--- src/ost_pkg.sv ---
// Shared types, constants and register map of the orientation-selected countdown timer.
// Used by the tick channel interface, the step logic, the top level and the checker.
package ost_pkg;

   localparam int TimeBits    = 32;
   localparam int DataBits    = 32;
   localparam int FaceBits    = 3;
   localparam int NumRegs     = 8;
   localparam int RegIdxBits  = $clog2(NumRegs);
   localparam int CsrAddrBits = RegIdxBits + 2;

   localparam logic [FaceBits-1:0] FaceTop  = 3'd0;
   localparam logic [FaceBits-1:0] FaceLast = 3'd5;

   localparam logic [RegIdxBits-1:0] REG_DUR_FACE_ONE   = 3'd0;
   localparam logic [RegIdxBits-1:0] REG_ALARM_TOTAL    = 3'd5;
   localparam logic [RegIdxBits-1:0] REG_ALARM_HALF     = 3'd6;
   localparam logic [RegIdxBits-1:0] REG_LONGEST_TIMER  = 3'd7;

   typedef logic [DataBits-1:0] cfg_word_type;
   typedef logic [TimeBits-1:0] time_type;

   localparam cfg_word_type RegReset [NumRegs] = '{
      32'd60000, 32'd180000, 32'd300000, 32'd600000,
      32'd900000, 32'd10000, 32'd500, 32'd3600000
   };

   typedef enum logic [1:0] {
      MODE_STANDBY  = 2'd0,
      MODE_COUNTING = 2'd1,
      MODE_BLINKING = 2'd2
   } mode_type;

   typedef enum logic [1:0] {
      TUNE_NONE      = 2'd0,
      TUNE_START     = 2'd1,
      TUNE_INTERRUPT = 2'd2
   } tune_type;

   typedef struct packed {
      mode_type            mode;
      logic [FaceBits-1:0] last_face;
      logic                face_known;
      time_type            mode_deadline;
      time_type            toggle_deadline;
      logic                buzzer_level;
   } state_type;

   typedef struct packed {
      mode_type mode;
      logic     buzzer_on;
      tune_type tune_request;
   } result_type;

endpackage

--- src/ost_req_if.sv ---
// Tick channel: valid/ready handshake carrying the time and the face that is up.
// Depends on ost_pkg for field widths.
interface ost_req_if;
   logic                         valid;
   logic                         ready;
   logic [ost_pkg::DataBits-1:0] now_ms;
   logic [ost_pkg::FaceBits-1:0] face_up;

   modport source (output valid, now_ms, face_up, input ready);
   modport sink   (input valid, now_ms, face_up, output ready);
endinterface

--- src/ost_rsp_if.sv ---
// Result channel: valid/ready handshake carrying mode, buzzer level and tune request.
// Does not depend on ost_pkg; its field widths are written out directly.
interface ost_rsp_if;
   logic       valid;
   logic       ready;
   logic [1:0] mode;
   logic       buzzer_on;
   logic [1:0] tune_request;

   modport source (output valid, mode, buzzer_on, tune_request, input ready);
   modport sink   (input valid, mode, buzzer_on, tune_request, output ready);
endinterface

--- src/ost_step.sv ---
// Next-state and result logic for one tick of the countdown timer.
// Purely combinational; depends on ost_pkg.
module ost_step (
   input  ost_pkg::state_type                 cur,
   input  logic [ost_pkg::DataBits-1:0]       now_ms,
   input  logic [ost_pkg::FaceBits-1:0]       face_up,
   input  ost_pkg::cfg_word_type              cfg [ost_pkg::NumRegs],
   output ost_pkg::state_type                 nxt,
   output ost_pkg::result_type                res
);

   logic [ost_pkg::FaceBits-1:0] face;
   logic                         changed;
   ost_pkg::time_type            now;
   ost_pkg::time_type            duration;
   ost_pkg::time_type            start_deadline;
   ost_pkg::time_type            alarm_deadline;
   ost_pkg::time_type            toggle_next;
   logic                         mode_hit;
   logic                         toggle_hit;
   ost_pkg::tune_type            tune;

   // Faces six and seven count as the top face.
   assign face     = (face_up > ost_pkg::FaceLast) ? ost_pkg::FaceTop : face_up;
   assign changed  = (face != cur.last_face);
   assign now      = now_ms[ost_pkg::TimeBits-1:0];
   assign duration = (face == ost_pkg::FaceTop) ? '0 :
                     cfg[ost_pkg::RegIdxBits'(face - 3'd1)];

   assign start_deadline = now + duration;
   assign alarm_deadline = now + cfg[ost_pkg::REG_ALARM_TOTAL];
   assign toggle_next    = now + cfg[ost_pkg::REG_ALARM_HALF];

   // Wrap-aware deadline tests
   assign mode_hit   = ost_pkg::time_type'(now - cur.mode_deadline)
                       <= cfg[ost_pkg::REG_LONGEST_TIMER];
   assign toggle_hit = ost_pkg::time_type'(now - cur.toggle_deadline)
                       <= cfg[ost_pkg::REG_LONGEST_TIMER];

   always_comb begin
      nxt           = cur;
      nxt.last_face = face;
      if (!cur.face_known) begin
         nxt.face_known = 1'b1;
      end else begin
         unique case (cur.mode)
            ost_pkg::MODE_STANDBY: begin
               if (changed && face != ost_pkg::FaceTop) begin
                  nxt.mode          = ost_pkg::MODE_COUNTING;
                  nxt.mode_deadline = start_deadline;
               end
            end
            ost_pkg::MODE_COUNTING: begin
               if (changed) begin
                  if (face == ost_pkg::FaceTop) begin
                     nxt.mode = ost_pkg::MODE_STANDBY;
                  end else begin
                     nxt.mode_deadline = start_deadline;
                  end
               end else if (mode_hit) begin
                  nxt.mode            = ost_pkg::MODE_BLINKING;
                  nxt.mode_deadline   = alarm_deadline;
                  nxt.buzzer_level    = !cur.buzzer_level;
                  nxt.toggle_deadline = toggle_next;
               end
            end
            ost_pkg::MODE_BLINKING: begin
               if (changed) begin
                  nxt.buzzer_level = 1'b0;
                  if (face == ost_pkg::FaceTop) begin
                     nxt.mode = ost_pkg::MODE_STANDBY;
                  end else begin
                     nxt.mode          = ost_pkg::MODE_COUNTING;
                     nxt.mode_deadline = start_deadline;
                  end
               end else begin
                  // toggle first, expiry then wins
                  if (toggle_hit) begin
                     nxt.buzzer_level    = !cur.buzzer_level;
                     nxt.toggle_deadline = toggle_next;
                  end
                  if (mode_hit) begin
                     nxt.buzzer_level = 1'b0;
                     nxt.mode         = ost_pkg::MODE_STANDBY;
                  end
               end
            end
            default: begin
               nxt.mode = cur.mode;
            end
         endcase
      end
   end

   always_comb begin
      tune = ost_pkg::TUNE_NONE;
      if (cur.face_known && changed) begin
         unique case (cur.mode)
            ost_pkg::MODE_STANDBY: begin
               if (face != ost_pkg::FaceTop) tune = ost_pkg::TUNE_START;
            end
            ost_pkg::MODE_COUNTING: begin
               tune = (face == ost_pkg::FaceTop) ? ost_pkg::TUNE_INTERRUPT
                                                 : ost_pkg::TUNE_START;
            end
            ost_pkg::MODE_BLINKING: begin
               if (face != ost_pkg::FaceTop) tune = ost_pkg::TUNE_START;
            end
            default: begin
               tune = ost_pkg::TUNE_NONE;
            end
         endcase
      end
   end

   assign res.mode         = nxt.mode;
   assign res.buzzer_on    = nxt.buzzer_level;
   assign res.tune_request = tune;

endmodule

--- src/orientation_selected_countdown_timer.sv ---
// Orientation-selected countdown timer: a tick is registered in the input register when it is
// accepted, and its result is registered in the result register once that register is free;
// throughput one tick per cycle while the result channel does not stall.
// The step logic between the two registers sets the rate: compares, adds, mode update.
// Synchronous active-high reset clears the mode state and the valid flags of both pipeline stages,
// and restores every configuration register to its default.
// Depends on ost_pkg, ost_req_if, ost_rsp_if and ost_step.
module orientation_selected_countdown_timer (
   input  logic                             clock,
   input  logic                             reset,
   ost_req_if.sink                          req,
   ost_rsp_if.source                        rsp,
   input  logic                             csr_psel,
   input  logic                             csr_penable,
   input  logic                             csr_pwrite,
   input  logic [ost_pkg::CsrAddrBits-1:0]  csr_paddr,
   input  logic [ost_pkg::DataBits-1:0]     csr_pwdata,
   output logic [ost_pkg::DataBits-1:0]     csr_prdata,
   output logic                             csr_pready
);

   // ---------------------------------------------------------------
   // Configuration registers
   // ---------------------------------------------------------------
   ost_pkg::cfg_word_type            cfg_ff [ost_pkg::NumRegs];
   logic [ost_pkg::RegIdxBits-1:0]   csr_idx;
   logic                             csr_wr;

   assign csr_pready = 1'b1;
   assign csr_idx    = csr_paddr[ost_pkg::CsrAddrBits-1:2];
   assign csr_wr     = csr_psel && csr_penable && csr_pwrite && csr_pready;
   assign csr_prdata = cfg_ff[csr_idx];

   always_ff @(posedge clock) begin
      if (reset) begin
         cfg_ff <= ost_pkg::RegReset;
      end else if (csr_wr) begin
         cfg_ff[csr_idx] <= csr_pwdata;
      end
   end

   // ---------------------------------------------------------------
   // Handshake control
   // ---------------------------------------------------------------
   logic                          in_valid_ff;
   logic [ost_pkg::DataBits-1:0]  in_now_ff;
   logic [ost_pkg::FaceBits-1:0]  in_face_ff;
   logic                          out_valid_ff;
   ost_pkg::result_type           out_res_ff;
   ost_pkg::result_type           out_res_in;
   ost_pkg::state_type            state_ff;
   ost_pkg::state_type            state_in;
   logic                          out_free;
   logic                          advance;
   logic                          take;

   // The result register is free when empty or being drained this cycle.
   assign out_free  = !out_valid_ff || rsp.ready;
   // Move the held tick through the step logic into the result register.
   assign advance   = in_valid_ff && out_free;
   assign req.ready = !in_valid_ff || out_free;
   assign take      = req.valid && req.ready;

   // Capture the tick; payload needs no reset.
   always_ff @(posedge clock) begin
      if (reset) begin
         in_valid_ff <= 1'b0;
      end else if (req.ready) begin
         in_valid_ff <= req.valid;
      end
   end

   always_ff @(posedge clock) begin
      if (take) begin
         in_now_ff  <= req.now_ms;
         in_face_ff <= req.face_up;
      end
   end

   // ---------------------------------------------------------------
   // Step logic: the timer state is committed only when the tick
   // advances, so the next held tick always sees the updated state.
   // ---------------------------------------------------------------
   ost_step u_step (
      .cur     (state_ff),
      .now_ms  (in_now_ff),
      .face_up (in_face_ff),
      .cfg     (cfg_ff),
      .nxt     (state_in),
      .res     (out_res_in)
   );

   always_ff @(posedge clock) begin
      if (reset) begin
         state_ff <= '{mode:            ost_pkg::MODE_STANDBY,
                       last_face:       ost_pkg::FaceTop,
                       face_known:      1'b0,
                       mode_deadline:   '0,
                       toggle_deadline: '0,
                       buzzer_level:    1'b0};
      end else if (advance) begin
         state_ff <= state_in;
      end
   end

   // ---------------------------------------------------------------
   // Result register
   // ---------------------------------------------------------------
   always_ff @(posedge clock) begin
      if (reset) begin
         out_valid_ff <= 1'b0;
      end else if (out_free) begin
         out_valid_ff <= in_valid_ff;
      end
   end

   always_ff @(posedge clock) begin
      if (advance) begin
         out_res_ff <= out_res_in;
      end
   end

   assign rsp.valid        = out_valid_ff;
   assign rsp.mode         = out_res_ff.mode;
   assign rsp.buzzer_on    = out_res_ff.buzzer_on;
   assign rsp.tune_request = out_res_ff.tune_request;

endmodule

--- src/flat_wrapper.sv ---
// flat-port wrapper written by rule: the top's interface ports become plain ports
module orientation_selected_countdown_timer_flat 
  (clock, reset, csr_psel, csr_penable, csr_pwrite, csr_paddr, csr_pwdata, csr_prdata, csr_pready, req_valid, req_now_ms, req_face_up, req_ready, rsp_valid, rsp_mode, rsp_buzzer_on, rsp_tune_request, rsp_ready);
  ost_req_if req_i ();
  ost_rsp_if rsp_i ();
  input  logic clock;
  input  logic reset;
  input  logic csr_psel;
  input  logic csr_penable;
  input  logic csr_pwrite;
  input  logic [ost_pkg::CsrAddrBits-1:0] csr_paddr;
  input  logic [ost_pkg::DataBits-1:0] csr_pwdata;
  output logic [ost_pkg::DataBits-1:0] csr_prdata;
  output logic csr_pready;
  input wire logic [$bits(req_i.valid)-1:0] req_valid;
  input wire logic [$bits(req_i.now_ms)-1:0] req_now_ms;
  input wire logic [$bits(req_i.face_up)-1:0] req_face_up;
  output wire logic [$bits(req_i.ready)-1:0] req_ready;
  output wire logic [$bits(rsp_i.valid)-1:0] rsp_valid;
  output wire logic [$bits(rsp_i.mode)-1:0] rsp_mode;
  output wire logic [$bits(rsp_i.buzzer_on)-1:0] rsp_buzzer_on;
  output wire logic [$bits(rsp_i.tune_request)-1:0] rsp_tune_request;
  input wire logic [$bits(rsp_i.ready)-1:0] rsp_ready;
  assign req_i.valid = req_valid;
  assign req_i.now_ms = req_now_ms;
  assign req_i.face_up = req_face_up;
  assign req_ready = req_i.ready;
  assign rsp_valid = rsp_i.valid;
  assign rsp_mode = rsp_i.mode;
  assign rsp_buzzer_on = rsp_i.buzzer_on;
  assign rsp_tune_request = rsp_i.tune_request;
  assign rsp_i.ready = rsp_ready;
  orientation_selected_countdown_timer u_core (.clock(clock), .reset(reset), .req(req_i), .rsp(rsp_i), .csr_psel(csr_psel), .csr_penable(csr_penable), .csr_pwrite(csr_pwrite), .csr_paddr(csr_paddr), .csr_pwdata(csr_pwdata), .csr_prdata(csr_prdata), .csr_pready(csr_pready));
endmodule
--- config.mk ---
export PLATFORM = sky130hd
export DESIGN_NAME = orientation_selected_countdown_timer_flat
export DESIGN_NICKNAME = d
export VERILOG_FILES = /design/src/ost_pkg.sv /design/src/ost_req_if.sv /design/src/ost_rsp_if.sv /design/src/ost_step.sv /design/src/orientation_selected_countdown_timer.sv /design/src/flat_wrapper.sv
export SDC_FILE = /design/constraint.sdc
export NUM_CORES = 1
export LEC_CHECK = 0
export BUFFER_PORTS_ARGS = -buffer_cell sky130_fd_sc_hd__buf_4
export CORE_MARGIN = 8
export CORE_UTILIZATION = 40
export CTS_BUF_LIST = sky130_fd_sc_hd__clkbuf_4 sky130_fd_sc_hd__clkbuf_8
export DETAILED_ROUTE_END_ITERATION = 8
export PLACE_DENSITY_LB_ADDON = 0.25
export SLEW_MARGIN = 0
export SYNTH_ARGS = -nofsm -noshare
export SYNTH_HDL_FRONTEND = slang
export SYNTH_SLANG_ARGS = --single-unit
--- constraint.sdc ---
create_clock -name clock -period 8.7 [get_ports clock]
set_input_delay 0.435 -clock clock [delete_from_list [all_inputs] [get_ports clock]]
set_output_delay 0.435 -clock clock [all_outputs]
set_load 0.03 [all_outputs]
# --- Word-level counts from Yosys, hierarchy flattened ---
# Cells that the tools add are included.
totals:
  elab_cells: 101
  ff_bits: 369
  inputBits: 79
  romBits: 0
  latch_bits: 0
  ram_bits: 0
  output_inout_bits: 40
  n_memories: 0
classes:
  reduce_logical: 20
  multipliers: 0
  shifts: 0
  div_mod_pow: 0
  add_sub_neg: 6
  bitwise: 2
  magnitude_cmp: 6
  n_mux: 36
  eq_ne: 10
op_table:
  columns: ["op", "n"]
  rows:
  - ["32-bit two-way mux", 11]
  - ["256-bit bitwise mux", 1]
  - ["32-bit binary-select mux with 3-bit select", 2]
  - ["32-bit adder", 3]
  - ["32-bit demux with 3-bit select", 1]
  - ["32-bit one-hot mux with 3 select lines", 1]
  - ["33-bit two-way mux", 2]
  - ["33-bit one-hot mux with 2 select lines", 1]
  - ["65-bit two-way mux", 1]
  - ["32-bit <= comparator", 2]
  - ["32-bit subtractor", 2]
  - ["2-bit two-way mux", 8]
  - ["2-bit inequality test, second input constant", 6]
  - ["4-bit >= comparator, second input constant", 2]
  - ["3-bit NOT with 4-bit output", 2]
  - ["1-bit logical AND", 7]
  - ["7-bit AND reduction", 1]
  - ["2-bit one-hot mux with 3 select lines", 1]
  - ["6-bit AND reduction", 1]
  - ["3-bit nonzero test", 2]
  - ["1-bit two-way mux", 5]
  - ["4-bit by 1-bit less-than comparator with 1-bit output, second input constant", 1]
  - ["2-bit one-hot mux with 2 select lines", 1]
  - ["3-bit greater-than comparator, second input constant", 1]
  - ["other kinds (12)", 15]

# --- Depth between registers and ports, before layout ---
# Gate-level depths: netlist (run 1).
depth:
  ltp_word: 12
  ltp_mapped: 27
  depth_no_buf: 24

# --- Cells and area by module ---
# From an unflattened synthesis (run 1), not the netlist that was laid out.
hier_totals:
  cells_unflattened: 3301
  hier_area_um2: 29075.4
modules_own_cells:
  columns: ["mod", "seq_area_each_um2", "cells_per_inst", "n_inst", "area_per_inst_um2"]
  rows:
  - ["orientation_selected_countdown_timer", 7787.5, 1518, 1, 15835.2]
  - ["ost_step", 0.0, 1783, 1, 13240.2]

# --- Worst setup path after synthesis (run 1) ---
# Ideal clock, no wire load.
synth_timing:
  path_kind: "register to register"
  from: "register u_core.in_face_ff[1] (netlist name)"
  to: "register u_core.state_ff[59] (netlist name)"
  setup_time_ns: 0.095
  synth_period_minus_slack_ns: 6.135
  path_slack_ns: 2.565
  t_arrival_ns: 6.040
  t_required_ns: 8.605
  n_path_buf: 5
  stages_incl_launch_ff: 24
  cell_sequence: "edfxtp_1 > nand2_1 > nand2_1 > buf_2 > clkbuf_1 > clkbuf_1 > ha_1 > clkbuf_1 > buf_1 > mux4_2 > nand2_1 > a21oi_1 > ha_1 > fa_1 > a21oi_1 > o211ai_1 > a32oi_1 > o21ai_0 > a311o_1 > a31oi_1 > o21ai_0 > xor2_1 > o21ai_0 > a221oi_1"
synth_via:
  elab_chain_len: 12
  elab_cells_between_ends: 22
  cone_classes: "2 x add/sub; 1 x order compare; 4 x eq/ne; 10 x mux; 1 x bitwise; 4 x reduce/logical"
synth_lines:
  columns: ["element", "line", "source"]
  rows:
  - ["start, declared", "orientation_selected_countdown_timer.sv:47", "logic [ost_pkg::FaceBits-1:0] in_face_ff;"]
  - ["start signal, assigned", "orientation_selected_countdown_timer.sv:76", "in_face_ff <= req.face_up;"]
  - ["3-bit greater-than comparator", "ost_step.sv:24", "assign face = (face_up > ost_pkg::FaceLast) ? ost_pkg::FaceTop : face_up;"]
  - ["3-bit two-way mux (*)", "ost_step.sv:24", null]
  - ["3-bit by 1-bit subtractor with 3-bit output", "ost_step.sv:28", "cfg[ost_pkg::RegIdxBits'(face - 3'd1)];"]
  - ["3-bit NOT with 4-bit output (implied by the code)", "ost_step.sv:28", null]
  - ["32-bit binary-select mux with 3-bit select", "ost_step.sv:28", null]
  - ["32-bit two-way mux (implied by the code) (2 in series)", "ost_step.sv:28", null]
  - ["32-bit two-way mux", "ost_step.sv:27", "assign duration = (face == ost_pkg::FaceTop) ? '0 :"]
  - ["32-bit adder", "ost_step.sv:30", "assign start_deadline = now + duration;"]
  - ["32-bit two-way mux", "ost_step.sv:55, ost_step.sv:70", null]
  - ["32-bit two-way mux, on equally long branches", "ost_step.sv:68, ost_step.sv:54", null]
  - ["32-bit one-hot mux with 3 select lines", "ost_step.sv:46", "unique case (cur.mode)"]
  - ["end signal, assigned", "orientation_selected_countdown_timer.sv:95", "state_ff <= '{mode: ost_pkg::MODE_STANDBY,"]
  - ["end signal, assigned", "orientation_selected_countdown_timer.sv:102", "state_ff <= state_in;"]
  - ["end, declared", "orientation_selected_countdown_timer.sv:51", "ost_pkg::state_type state_ff;"]
# Every way passes the cells marked *; elsewhere a longest branch is shown, timed or not. The select of a mux whose other input is x is not followed.
# A chain may end at the register's enable or synchronous reset.

# --- Worst setup path in the final report (run 1) ---
layout_timing:
  from: "register u_core.in_now_ff[7] (netlist name)"
  to: "register u_core.state_ff[41] (netlist name)"
layout_via:
  elab_chain_len: 4
  elab_cells_between_ends: 12
  cone_classes: "3 x add/sub; 1 x order compare; 1 x eq/ne; 6 x mux; 1 x reduce/logical"
layout_lines:
  columns: ["element", "line", "source"]
  rows:
  - ["start, declared", "orientation_selected_countdown_timer.sv:46", "logic [ost_pkg::DataBits-1:0] in_now_ff;"]
  - ["start signal, assigned", "orientation_selected_countdown_timer.sv:75", "in_now_ff <= req.now_ms;"]
  - ["32-bit subtractor (tied with other cells)", "ost_step.sv:35", "assign mode_hit = ost_pkg::time_type'(now - cur.mode_deadline)"]
  - ["32-bit <= comparator (tied with other cells)", "ost_step.sv:36", "<= cfg[ost_pkg::REG_LONGEST_TIMER];"]
  - ["3-bit inequality test (no source line) (tied with other cells)", null, null]
  - ["6-bit AND reduction (no source line) or 32-bit one-hot mux with 3 select lines (tied branches)", null, null]
# Several ways; a longest one is shown, not always the timed one. The select of a mux whose other input is x is not followed.

==> metrics.txt, run 1 <==
# rows 94; most common cell after layout, fill and taps aside nand2_1; layout cell share with drive strength beyond 1 11.1%; Post-DP HPWL 65500 µm; signal arrival time at the worst endpoint 7.67 ns; vias in the first global route 23.8k; Post-Syn Instances 3283; Seq pwr share 39.1%; setup TNS 0 ns; met1 global-route usage 33.9%; vias after detailed routing 25.2k; initial core utilization 40.2%; Setup-failing EPs final 0; clk root buf clkbuf_8; critical path class flip-flop to flip-flop; Tot Pwr 4.57 mW; first-pass GRT wire length 144000 µm; via/cell ratio 5.95; max_cap viols 0; Seq cells post-synth 369; Logic pwr share 21.0%; Seq/Total Area, Yosys 29.7%; cell-internal power 3.15 mW; total global routing overflow 0; maximum VDD drop 0.0851 mV; Boundary Pins 119; Cell Pwr Density 155 nW/µm²; Max Fclk 140 MHz; Ys Warns 0; WL final 95900 µm; Post-synth top flop dfxtp_1; GRT busiest layer met2; die height 272 µm; Setup Skew 0.0336 ns; met2 usage 38.0%; Static Leak 11.3 nW; initial DRC count 2723; Avg WL per Cell 22.6 µm; drt pass-1 iters 6; largest net degree at the start of global routing 97; final slew viol count 0; pre-CTS setup slack 1.54 ns; final period utilization 81.9%; max incr delay on CP 0.97 ns; Cell Area, Synth 26200 µm²; top post-synthesis cells by area dfxtp_1 25%, ha_1 11%, nand2_1 9.6%, a21oi_1 7.7%, mux4_2 5.5%; total CTS buffers 71; NetSw 1.43 mW; Crit-path slowest cell a2111oi_1; Worst slew margin 25.3%; Max H-tree Level 3; setup ws final 1.58 ns; Placeable Area 65300 µm²; Critical Path Start Type flip-flop; final hold vios 0; Final Critical Period 7.12 ns; DRT antenna net count 0; Port Buffers 115; Switching Fraction 31.2%; crit end category flip-flop; setup repair after global routing missed its margin no; post-synth top area share 25.1%; crit path max fanout 29; most frequent cell on the critical path o211ai_1; gpl congestion 0.933; Post-synth ARST share 0%; met3 Track Usage GR 5.54%; Die Area 74000 µm²; Worst Hold Class input pin to flip-flop; antenna violations before repair 5; status complete, no violations; Post-CTS Repair Setup Buffers 0; synthesis-to-layout area growth 12.2%; CTS tree built; Clock Latency Late Sink 0.66 ns; GRT Resource Usage Total 24.9%; Synth cell types 89; Post-synth EDFFs 40; clock share of power 39.9%; most frequent cells in the layout 663 x nand2_1, 403 x a21oi_1, 329 x dfxtp_1, 225 x ha_1, 155 x a22oi_1; syn_area_per_cell 7.98 µm²; nets 3628; die width 272 µm; CTS clk-pin slew, worst paths 0.06 ns; Net Count, Synth 3593; worst path cell trace ha_1 -> o211ai_1 -> nor3_1 -> o211ai_1 -> a21o_1 -> a2111oi_1 -> o211ai_1 -> a31oi_1 -> o21a_1 -> nor2_1 -> xnor2_1 -> ha_1 -> nand4_1 -> nor4_2 -> o211ai_1 -> o21ai_0 -> a21o_1 -> a31oi_2 -> buf_4 -> inv_1 -> a221oi_1 -> a211oi_1; Worst Tran Pin Value 1.11 ns; cell taking the most area after synthesis dfxtp_1; DRC 0; CP required 9.25 ns; # clock sinks 369; CTS max path bufs 3
-- critical path, delay by kind of cell, from the launching register on --
kind,cells,cell delay (ns)
AOI/OAI and AO/OA,13,3.43
xor gates and xnor gates,1,0.12
adders and majority gates,2,0.79
buffers and inverters,2,1.04
DFF,1,0.57
and+or+nand+nor,4,1.03
-- through the flow --
step,hold slack [ns],area [µm²],utilization [%],std cells
floorplan,0.436,26200,-,3283
global placement,0.443,27600,42.2,4073
detailed placement,0.450,27600,42.2,4073
CTS,0.0179,29400,45.0,4232
global route,0.0497,29400,45.1,4234
finish,0.0586,29400,45.1,4234
-- state kept, by name (all words and copies together) (netlist names) --
| register | cells |
|---|---|
| u_core.in_now_ff | 32 |
| u_core.in_valid_ff | 1 |
| u_core.rsp.buzzer_on | 1 |
| u_core.rsp.mode | 2 |
| u_core.rsp.tune_request | 2 |
| u_core.in_face_ff | 3 |
| u_core.cfg_ff | 256 |
| u_core.state_ff | 71 |
| u_core.rsp.valid | 1 |
-- synthesized netlist by cell type (38+ instances only) --
cell type	number
dfxtp_1	329
nor2_1	154
inv_1	137
nand3b_1	46
ha_1	226
xnor2_1	96
nand2_1	671
nand4_1	60
a21o_1	68
nand3_1	45
a21oi_1	403
edfxtp_1	40
a211oi_1	38
clkbuf_1	161
o21ai_0	105
xor2_1	40
mux4_2	64
a22oi_1	155
-- metal layers --
metal	up-vias	routed length [µm]	part of all wire, %
met4	4	3410	3.6
met2	1165	41500	43
li1	11900	-	-
met3	213	8980	9.4
met5	-	58	0.061
met1	11900	41900	44
-- kinds of logic after synthesis --
| logic type | count (synthesis) | synth area share [%] |
|---|---|---|
| fa+ha+maj | 231 | 11.2 |
| compound gates | 1005 | 24.6 |
| xor+xnor | 136 | 4.54 |
| buf+inv | 352 | 5.28 |
| simple gates | 1123 | 19.1 |
| mux | 66 | 5.58 |
| flops | 369 | 29.7 |
| other cells | 1 | 0.0143 |
-- power groups by stage --
| stage | Clock, mW | Combinational, mW | Sequential, mW |
|---|---|---|---|
| floorplan | 0 | 0.672 | 1.81 |
| global placement | 0 | 0.927 | 1.82 |
| detailed placement | 0 | 0.928 | 1.82 |
| CTS | 1.85 | 0.946 | 1.79 |
| global route | 1.92 | 1.05 | 1.79 |
| finish | 1.82 | 0.958 | 1.79 |
-- layout make-up --
cell class	count	area, µm²
tap	864	1080
multi-input combinational	2562	17100
fill	6538	35900
antenna	2	5.00
clock inverter	11	111
clock buffer	112	1360
sequential	369	7790
timing repair buffer	177	1430
inverter	137	514
-- worst paths after layout --
path	start	end	slack [ns]	cells after the start
worst max-delay path	u_core.in_now_ff[7]	u_core.state_ff[41]	1.58	22
worst min-delay path	csr_pwdata[15]	u_core.cfg_ff[15]	0.06	2
worst max register to register	u_core.in_now_ff[7]	u_core.state_ff[41]	1.58	22
worst min register to register	u_core.state_ff[37]	u_core.state_ff[37]	0.46	2
-- what timing repair did --
| action | CTS | global route |
|---|---|---|
| hold endpoints to repair | 36 | 0 |
| resized for setup | 0 | 0 |
| hold buffers | 36 | 0 |
Note: power is estimated with default switching activity, not from simulation.
==> inputs of run 2 (changes only) <==
clock period = 5.8 ns   (was 8.7 ns; I/O delays follow)
==> run 2 against run 1 <==
  * Worst hold slack improved by 0.019 ns
  * Fmax rose by 23%
  * Largest power group unchanged
  * Critical endpoint is now u_core.state_ff[57]
  * Clock-buffer cell count is 13 lower
  * Power up 52%
  * Critical path type unchanged
==> metrics.txt, run 2 (same netlist as run 1, synthesis figures left out) <==
status complete, no violations; CTS max path bufs 3 (unchanged); maximum VDD drop 0.148 mV (+74%); Die Area 74000 µm² (unchanged); sequential cell area 7790 µm² (unchanged); CTS tree built; Static Leak 11.9 nW (+5.0%); initial DRC count 2457 (-9.8%); Port Buffers 115 (unchanged); crit end category flip-flop; via/cell ratio 5.89 (-1.1%); max reg flops 256 (unchanged); vias in the first global route 24.1k (+1.5%); vias after detailed routing 25.5k (+1.2%); synthesis-to-layout area growth 16.8%; biggest regs u_core.cfg_ff: 256 flops, u_core.state_ff: 71 flops, u_core.in_now_ff: 32 flops; setup repair after global routing missed its margin yes; Cell Pwr Density 227 nW/µm² (+46%); gpl congestion 0.924 (-1.0%); final slew viol count 0 (unchanged); Placeable Area 65300 µm² (unchanged); crit path max fanout 6 (-79%); # rows 94 (unchanged); Clock Latency Late Sink 0.66 ns (about the same); Multi-input gate area 17400 µm² (+1.5%); most frequent cells in the layout 661 x nand2_1, 401 x a21oi_1, 329 x dfxtp_1, 218 x ha_1, 207 x buf_4; Final Critical Period 5.77 ns (-1.35 ns); max_cap viols 0 (unchanged); Buffers & Inverters on Critical Path 5 (+3); die height 272 µm (unchanged); final hold vios 0 (unchanged); largest net degree at the start of global routing 107 (+10%); first-pass GRT wire length 145000 µm (+0.93%); Logic pwr share 22.4% (+1.4 points); final period utilization 99.5% (+18 points); Post-DP HPWL 68400 µm (+4.4%); Critical Path Start Type flip-flop; signal arrival time at the worst endpoint 6.33 ns (-1.34 ns); NetSw 2.15 mW (+51%); CP required 6.35 ns (-2.90 ns); setup ws final 0.0261 ns (-1.55 ns); clock share of power 39.1% (-0.8 points); Top reg by flops u_core.cfg_ff; most common cell after layout, fill and taps aside nand2_1; DRC 0 (unchanged); DRT antenna net count 0 (unchanged); drt pass-1 iters 6 (unchanged); Max H-tree Level 3 (unchanged); antenna violations before repair 1 (-4); CTS clk-pin slew, worst paths 0.07 ns (about the same); max incr delay on CP 0.51 ns (-0.46 ns); GRT Resource Usage Total 24.9% (about the same); pre-CTS setup slack -0.304 ns (-1.84 ns); Switching Fraction 31.0% (-0.19 points); Crit-path slowest cell or4b_4; CP top delay family compound AO/OA/AOI/OAI gates; die width 272 µm (unchanged); setup TNS 0 ns (unchanged); WL final 95900 µm (about the same); total CTS buffers 68 (-4.2%); Worst Tran Pin Value 1.08 ns (-0.0342 ns); Max Fclk 173 MHz (+23%); Setup-failing EPs final 0 (unchanged); layout cell share with drive strength beyond 1 13.7% (+2.6 points); Seq pwr share 38.5% (-0.6 points); Boundary Pins 119 (unchanged); clk root buf clkbuf_8; Worst slew margin 27.8% (+2.5 points); cell-internal power 4.79 mW (+52%); critical path class flip-flop to flip-flop; Finished Cell Area 30600 µm² (+4.1%); Avg WL per Cell 22.1 µm (-2.2%); Worst Hold Class input pin to flip-flop; # clock sinks 369 (unchanged); Setup Skew 0.0435 ns (+0.00987 ns); initial core utilization 40.2% (unchanged); # fillers 6500 (-0.58%); Area after DPL 28000 µm² (+1.7%); nets 3734 (+2.9%); total global routing overflow 0 (unchanged)
[run 2: routing by layer]
| layer | vias up | routed length, µm | global-route usage (%) |
|---|---|---|---|
| met5 | - | 0 | 0 |
| met4 | 0 | 3030 | 8.94 |
| met3 | 164 | 7870 | 3.41 |
| met2 | 1117 | 42200 | 38.3 |
| met1 | 12100 | 42800 | 35.4 |
| li1 | 12100 | - | - |
[run 2: final cells by class]
type | instances | share of cell area, %
well taps | 864 | 3.53
clock buffers | 99 | 4.15
flip-flops and latches | 369 | 25.4
clock inverters | 14 | 0.548
multi-input cells | 2562 | 56.8
repair inverters | 1 | 0.0245
repair buffers | 285 | 7.82
inverters | 137 | 1.69
diodes | 1 | 0.00818
[run 2: worst paths after layout]
check                           start                  end  cells past startpoint  slack [ns]
setup reg to reg  u_core.in_now_ff[0]  u_core.state_ff[57]                     27        0.03
hold reg to reg   u_core.state_ff[36]  u_core.state_ff[36]                      2        0.46
setup / recovery  u_core.in_now_ff[0]  u_core.state_ff[57]                     27        0.03
hold / removal                  reset  u_core.state_ff[65]                      2        0.08
[run 2: repair_timing]
action,4_1_cts,5_1_grt
hold buffers,70,0
setup endpoints to repair,60,67
setup buffers,3,16
gates cloned,1,0
pin swaps,5,41
endpoints found under the hold margin,293,0
gates resized for setup,9,57
[run 2: power by group through the flow]
stage	logic (mW)	clock network (mW)	registers, mW
finish	1.56	2.71	2.67
global route	1.69	2.87	2.68
CTS	1.50	2.75	2.67
detailed placement	1.45	0	2.73
global placement	1.45	0	2.73
floorplan	1.01	0	2.71
[run 2: metrics by stage]
stage	hold WS, ns	std cells	utilization [%]	power [mW]
2_1_floorplan	0.389	3283	-	3.72
3_3_place_gp	0.443	4128	43.0	4.17
3_5_place_dp	0.446	4128	43.0	4.17
4_1_cts	0.0811	4315	46.4	6.92
5_1_grt	0.107	4332	46.9	7.24
6_report	0.0777	4332	46.9	6.94
[run 2: worst register-to-register path: cells and delay by family (launching register included)]
kind            cells  cell delay (ns)
flops               1             0.42
buf+inv             5             0.93
fa+ha+maj           3             0.59
simple gates        8             1.78
compound gates     11             1.99
